--- config.mk ---
export PLATFORM = sky130hd
export DESIGN_NAME = scid_string_parser_unit
export DESIGN_NICKNAME = d
export VERILOG_FILES = /design/src/hw/rtl/scid_pkg.sv /design/src/hw/rtl/scid_step_logic.sv /design/src/hw/rtl/scid_string_parser_unit.sv
export SDC_FILE = /design/constraint.sdc
export NUM_CORES = 1
export LEC_CHECK = 0
export ABC_AREA = 1
export BUFFER_PORTS_ARGS = -buffer_cell sky130_fd_sc_hd__buf_2
export CORE_MARGIN = 5
export CORE_UTILIZATION = 23
export CTS_CLUSTER_SIZE = 20
export DETAILED_ROUTE_END_ITERATION = 8
export GPL_ROUTABILITY_DRIVEN = 0
export SETUP_SLACK_MARGIN = 0.15
export SLEW_MARGIN = 30
export SYNTH_ARGS = -nofsm -noshare
export SYNTH_HDL_FRONTEND = slang
export SYNTH_SLANG_ARGS = --single-unit
--- constraint.sdc ---
create_clock -name clk -period 7.8 [get_ports clk]
set_input_delay 1.56 -clock clk [delete_from_list [all_inputs] [get_ports clk]]
set_output_delay 1.56 -clock clk [all_outputs]
set_load 0.005 [all_outputs]
--- src/hw/rtl/scid_pkg.sv ---
// ----------------------------------------------------------------------------
// scid_pkg : shared types and constants of the identifier parser
// Holds the parse state and result records, the character codes and the
// field masks used by the step logic and the top level.
// ----------------------------------------------------------------------------
package scid_pkg;

  localparam int unsigned WIDE_W   = 24;
  localparam int unsigned NARROW_W = 16;

  localparam logic [WIDE_W-1:0] MASK_WIDE   = 24'hFF_FFFF;
  localparam logic [WIDE_W-1:0] MASK_NARROW = 24'h00_FFFF;

  localparam logic [7:0] CHAR_SEP  = 8'h78;  // 'x'
  localparam logic [7:0] CHAR_ZERO = 8'h30;  // '0'
  localparam logic [7:0] CHAR_NINE = 8'h39;  // '9'

  // part being read
  localparam logic [1:0] PART_BLOCK = 2'd0;
  localparam logic [1:0] PART_TX    = 2'd1;
  localparam logic [1:0] PART_OUT   = 2'd2;

  typedef struct packed {
    logic [1:0]        part_number;
    logic [WIDE_W-1:0] accumulator;
    logic [WIDE_W-1:0] saved_block;
    logic [WIDE_W-1:0] saved_tx;
    logic              digit_seen;
    logic              error_flag;
  } parse_state_t;

  typedef struct packed {
    logic                parse_ok;
    logic [WIDE_W-1:0]   block_height;
    logic [WIDE_W-1:0]   tx_index;
    logic [NARROW_W-1:0] output_index;
  } parse_result_t;

  localparam parse_state_t STATE_RESET = '{
    part_number: PART_BLOCK,
    accumulator: '0,
    saved_block: '0,
    saved_tx:    '0,
    digit_seen:  1'b0,
    error_flag:  1'b0
  };

endpackage

--- src/hw/rtl/scid_step_logic.sv ---
// ----------------------------------------------------------------------------
// scid_step_logic : one-byte update of the parse state
// Applies a single character to the current state and forms the result
// that would be given if this character closes the string.
// ----------------------------------------------------------------------------
module scid_step_logic (
  input  scid_pkg::parse_state_t  cur,
  input  logic [7:0]              char_byte,
  output scid_pkg::parse_state_t  nxt,
  output scid_pkg::parse_result_t result
);

  logic [27:0]                  times_ten;
  logic [27:0]                  wide_sum;
  logic [scid_pkg::WIDE_W-1:0]  masked;
  logic [7:0]                   digit;
  logic                         ok;

  assign digit     = char_byte - scid_pkg::CHAR_ZERO;
  // acc*10 as (acc<<3) + (acc<<1)
  assign times_ten = {1'b0, cur.accumulator, 3'b000} + {3'b000, cur.accumulator, 1'b0};
  assign wide_sum  = times_ten + {24'd0, digit[3:0]};
  assign masked    = (cur.part_number >= scid_pkg::PART_OUT) ?
                     (wide_sum[scid_pkg::WIDE_W-1:0] & scid_pkg::MASK_NARROW) :
                     (wide_sum[scid_pkg::WIDE_W-1:0] & scid_pkg::MASK_WIDE);

  always_comb begin
    nxt = cur;
    if (!cur.error_flag) begin
      if (char_byte == scid_pkg::CHAR_SEP) begin
        if ((cur.part_number >= scid_pkg::PART_OUT) || !cur.digit_seen) begin
          nxt.error_flag = 1'b1;
        end else begin
          if (cur.part_number == scid_pkg::PART_BLOCK) begin
            nxt.saved_block = cur.accumulator;
          end else begin
            nxt.saved_tx = cur.accumulator;
          end
          nxt.part_number = cur.part_number + 2'd1;
          nxt.accumulator = '0;
          nxt.digit_seen  = 1'b0;
        end
      end else if ((char_byte < scid_pkg::CHAR_ZERO) || (char_byte > scid_pkg::CHAR_NINE)) begin
        nxt.error_flag = 1'b1;
      end else if (masked < cur.accumulator) begin
        // wrapped under the mask
        nxt.error_flag = 1'b1;
      end else begin
        nxt.accumulator = masked;
        nxt.digit_seen  = 1'b1;
      end
    end
  end

  assign ok = !nxt.error_flag && (nxt.part_number == scid_pkg::PART_OUT) && nxt.digit_seen;

  always_comb begin
    result.parse_ok     = ok;
    result.block_height = ok ? nxt.saved_block : '0;
    result.tx_index     = ok ? nxt.saved_tx : '0;
    result.output_index = ok ? nxt.accumulator[scid_pkg::NARROW_W-1:0] : '0;
  end

endmodule

--- src/hw/rtl/scid_string_parser_unit.sv ---
// ----------------------------------------------------------------------------
// scid_string_parser_unit : streaming parser for BLOCKxTXxOUT identifiers
// Takes one character word per cycle (less while m_axis stalls) and gives one result word per string.
// ----------------------------------------------------------------------------
// Path: the input register takes the last character word; the result
//   register loads from the step logic once that word advances, which
//   waits while m_axis stalls, and the result word then shows on m_axis.
// Throughput: one character word per cycle while m_axis does not stall a
//   last one; the multiply-by-ten, add and compare are combinational.
// Reset: rst (synchronous, active high) empties both registers and returns
//   the parse state to the first part with nothing seen.
// ----------------------------------------------------------------------------
module scid_string_parser_unit (
  input  logic        clk,
  input  logic        rst,
  // character stream
  input  logic        s_axis_tvalid,
  output logic        s_axis_tready,
  input  logic [7:0]  s_axis_tdata,   // [7:0] char_byte
  input  logic        s_axis_tlast,   // last_char
  // result stream
  output logic        m_axis_tvalid,
  input  logic        m_axis_tready,
  output logic [63:0] m_axis_tdata,   // [23:0] block_height, [47:24] tx_index,
                                      // [63:48] output_index
  output logic        m_axis_tuser    // parse_ok
);

  // input register
  logic       in_valid;
  logic [7:0] in_char;
  logic       in_last;

  // parse state and its update
  scid_pkg::parse_state_t  state;
  scid_pkg::parse_state_t  state_next;
  scid_pkg::parse_result_t step_result;

  // result register
  logic                    out_valid;
  scid_pkg::parse_result_t out_word;

  logic advance;

  // A character that closes no string never touches the result register,
  // so only a last character has to wait for room there.
  assign advance       = in_valid && (!in_last || !out_valid || m_axis_tready);
  assign s_axis_tready = !in_valid || advance;

  // Hold the character until the parse stage takes it.
  always_ff @(posedge clk) begin
    if (rst) begin
      in_valid <= 1'b0;
    end else if (s_axis_tready) begin
      in_valid <= s_axis_tvalid;
    end
  end

  always_ff @(posedge clk) begin
    if (s_axis_tready && s_axis_tvalid) begin
      in_char <= s_axis_tdata;
      in_last <= s_axis_tlast;
    end
  end

  scid_step_logic u_step (
    .cur       (state),
    .char_byte (in_char),
    .nxt       (state_next),
    .result    (step_result)
  );

  // Advance the parse state; drop back to the start after the last character.
  always_ff @(posedge clk) begin
    if (rst) begin
      state <= scid_pkg::STATE_RESET;
    end else if (advance) begin
      if (in_last) begin
        state <= scid_pkg::STATE_RESET;
      end else begin
        state <= state_next;
      end
    end
  end

  // Load the result word on a last character, clear it once taken.
  always_ff @(posedge clk) begin
    if (rst) begin
      out_valid <= 1'b0;
    end else if (advance && in_last) begin
      out_valid <= 1'b1;
    end else if (m_axis_tready) begin
      out_valid <= 1'b0;
    end
  end

  always_ff @(posedge clk) begin
    if (advance && in_last) begin
      out_word <= step_result;
    end
  end

  assign m_axis_tvalid = out_valid;
  assign m_axis_tuser  = out_word.parse_ok;
  assign m_axis_tdata  = {out_word.output_index, out_word.tx_index, out_word.block_height};

endmodule

==> metrics.csv <==
metric,value,unit
DRT iter0 DRCs,557,
first-pass GRT wire length,39300,µm
routed vias,7796,
RSZ-0062 raised after global routing,false,
layout cells sized above 1,11.1,%
DIE AREA,43300,µm²
cells on worst reg2reg path,28,
max_slew headroom,31.8,%
period utilization,72.0,%
IO buf count,79,
Worst Hold Path Cells,2,
placed cell areas,9910,µm²
number of fill cells,4266,
HP Start,state[8],
min Tclk post-route,5.62,ns
drt drc,0,
CTS Buf Count,17,
Routed WL,24300,µm
Max IR drop VDD,0.160,mV
fmax,178,MHz
largest net degree at the start of global routing,73,
R2R Path End,m_axis_tdata[62],
final slew viol count,0,
Yosys warnings,0,
grt total ovfl,0,
final hold violation count,0,
cell taking the most area after synthesis,edfxtp_1,
number of synthesized register bits,152,
status,"complete, no violations",
Post-Synthesis Cells,1232,
R2R Path Start,state[50],
worst min path class,reg -> reg,
Critical-path top delay cell,nand2_2,
Max-Cap Viols,0,
"reg-to-reg slack, setup",2.18,ns
Post-synth EDFFs,74,
hpwl dp,17200,µm
Mapped Avg Cell Area,7.32,µm²
top_reg_cell synth,dfxtp_1,
end of the worst hold path,state[8],
Bufs and invs on worst path,6,
synth unique cells,37,
WL/cell,13.3,µm
Die Ht,208,µm
sequential share of the synthesized area,41.9,%
Worst Setup Path Type,reg -> reg,
CTS tree,yes,
total global routing track utilization,11.2,%
Rows,72,
Netlist Area Pre-Place,9020,µm²
I/O pin count,80,
worst-skew pair later-pin latency,0.46,ns
clock skew,0.0181,ns
Longest Clk Path Bufs,2,
top-area cell type share of the netlist area,24.6,%
synth-to-layout area growth,16.1,%
CP Max Fanout,34,
ranking of synthesized cells by area,"edfxtp_1, dfxtp_1, nand2_1, ha_1, inv_1",
measured slew at the worst slew-check pin,1.02,ns
Initial Util,23.3,%
n_diodes,0,
async set or reset register ratio after synthesis,0,%
CP Launch Type,flip-flop,
Worst-path clk slew,0.07,ns
core region area,38700,µm²
PwrDens,168,nW/µm²
Lkg Pwr,5.27,nW
Fin Hold WS,0.464,ns
Final setup viols,0,
crit-path most repeated cell,nand2_1,
post-CTS setup buffers,0,
final instance area,10500,µm²
antenna-violating nets left,0,
fin nets,1374,
Post-CTS Hold Buffers,0,
crit path DAT,5.80,ns
Fin Setup TNS,0,ns
syn nets,1314,
max incr delay on CP,0.66,ns
initial antenna violation count,1,
cts repair resizes,0,
total power draw,1.76,mW
number of global-route vias before repair,7508,
H-tree depth,4,
Die Wd,208,µm
"Req. time, crit path",7.98,ns
vias per cell,4.28,
clk root buf,clkbuf_16,
Clock Sinks,152,
Crit. End Element,flip-flop,
CP top delay family,simple AND/OR/NAND/NOR gates,
Pre-antenna DRT Iters,5,
[cells by family after synthesis]
| group | share of synthesized area [%] |
|---|---|
| AND/OR/NAND/NOR | 25.5 |
| buffers and inverters | 11.0 |
| AO/OA/AOI/OAI | 10.8 |
| flip-flops | 41.9 |
| adder cells (fa/ha/maj) | 9.74 |
| XOR/XNOR | 0.971 |
[through the flow]
step / setup WS (ns) / std cells / util (%)
finish: 2.18 / 1823 / 27.0
global route: 1.69 / 1823 / 27.0
CTS: 2.18 / 1823 / 27.0
detailed placement: 2.19 / 1791 / 25.6
global placement: 2.29 / 1791 / 25.6
floorplan: 3.68 / 1232 / -
[synthesized netlist by cell type (all sizes together) (2+ instances only)]
library cell / number
a21o: 3
inv: 204
edfxtp: 74
or2: 4
nand3b: 6
o21ai: 58
nand2: 382
nor3: 7
nand4: 5
a21oi: 115
xor2: 6
clkbuf: 27
ha: 67
dfxtp: 78
fa: 2
nand3: 61
o211ai: 2
xnor2: 4
buf: 18
nor2: 102
[tightest hold or removal path: cells and delay by family, from the launching register on]
| family | cells | cell delay [ns] |
|---|---|---|
| compound gates | 1 | 0.05 |
| flops | 1 | 0.31 |
| simple gates | 1 | 0.06 |
[routing by layer]
metal	vias to the layer above	GRT usage [%]	routed length, µm
met5	-	0	20
met4	2	3.51	400
met3	28	2.59	1080
met2	156	18.7	11500
met1	3578	14.5	11300
li1	4032	-	-
[sequential cells by signal (all words and copies together), names as in the netlist]
| register | count |
|---|---|
| m_axis_tvalid | 1 |
| in_valid | 1 |
| m_axis_tdata | 64 |
| state | 76 |
| in_last | 1 |
| in_char | 8 |
| m_axis_tuser | 1 |
[where the power goes]
part / internal, mW / total [mW] / switching, mW
clock: 0.448 / 0.812 / 0.364
sequential: 0.841 / 0.851 / 0.00953
combinational: 0.0253 / 0.0967 / 0.0714
[layout by cell type, fill, tap and decap left out, types with 7 or more instances in the layout]
cell	count
nand3_1	61
nor2_1	99
o21ai_0	23
inv_1	200
buf_4	7
ha_1	67
a21oi_2	10
clkbuf_16	17
dfxtp_1	78
o21ai_1	33
edfxtp_1	74
nand2_1	378
a21oi_1	105
buf_2	79
[worst max path at each step]
stage               startpoint                to  slack [ns]  cells after the start
global route         state[50]  m_axis_tdata[39]        1.69                     28
detailed placement   state[50]  m_axis_tdata[35]        2.19                     28
finish               state[50]  m_axis_tdata[62]        2.18                     28
CTS                  state[50]  m_axis_tdata[35]        2.18                     28
global placement     state[50]   m_axis_tdata[0]        2.29                     26
floorplan            state[50]  m_axis_tdata[61]        3.68                     29
[final cells by class]
cell class	count	area, µm²	share of cell area (%)
tap	518	648	6.19
timing repair buffer	86	448	4.28
sequential	152	3780	36.1
inverter	205	769	7.35
clock buffer	18	429	4.10
clock inverter	14	139	1.33
multi-input combinational	830	4260	40.6
No activity file was read; power rests on OpenSTA's default activity.
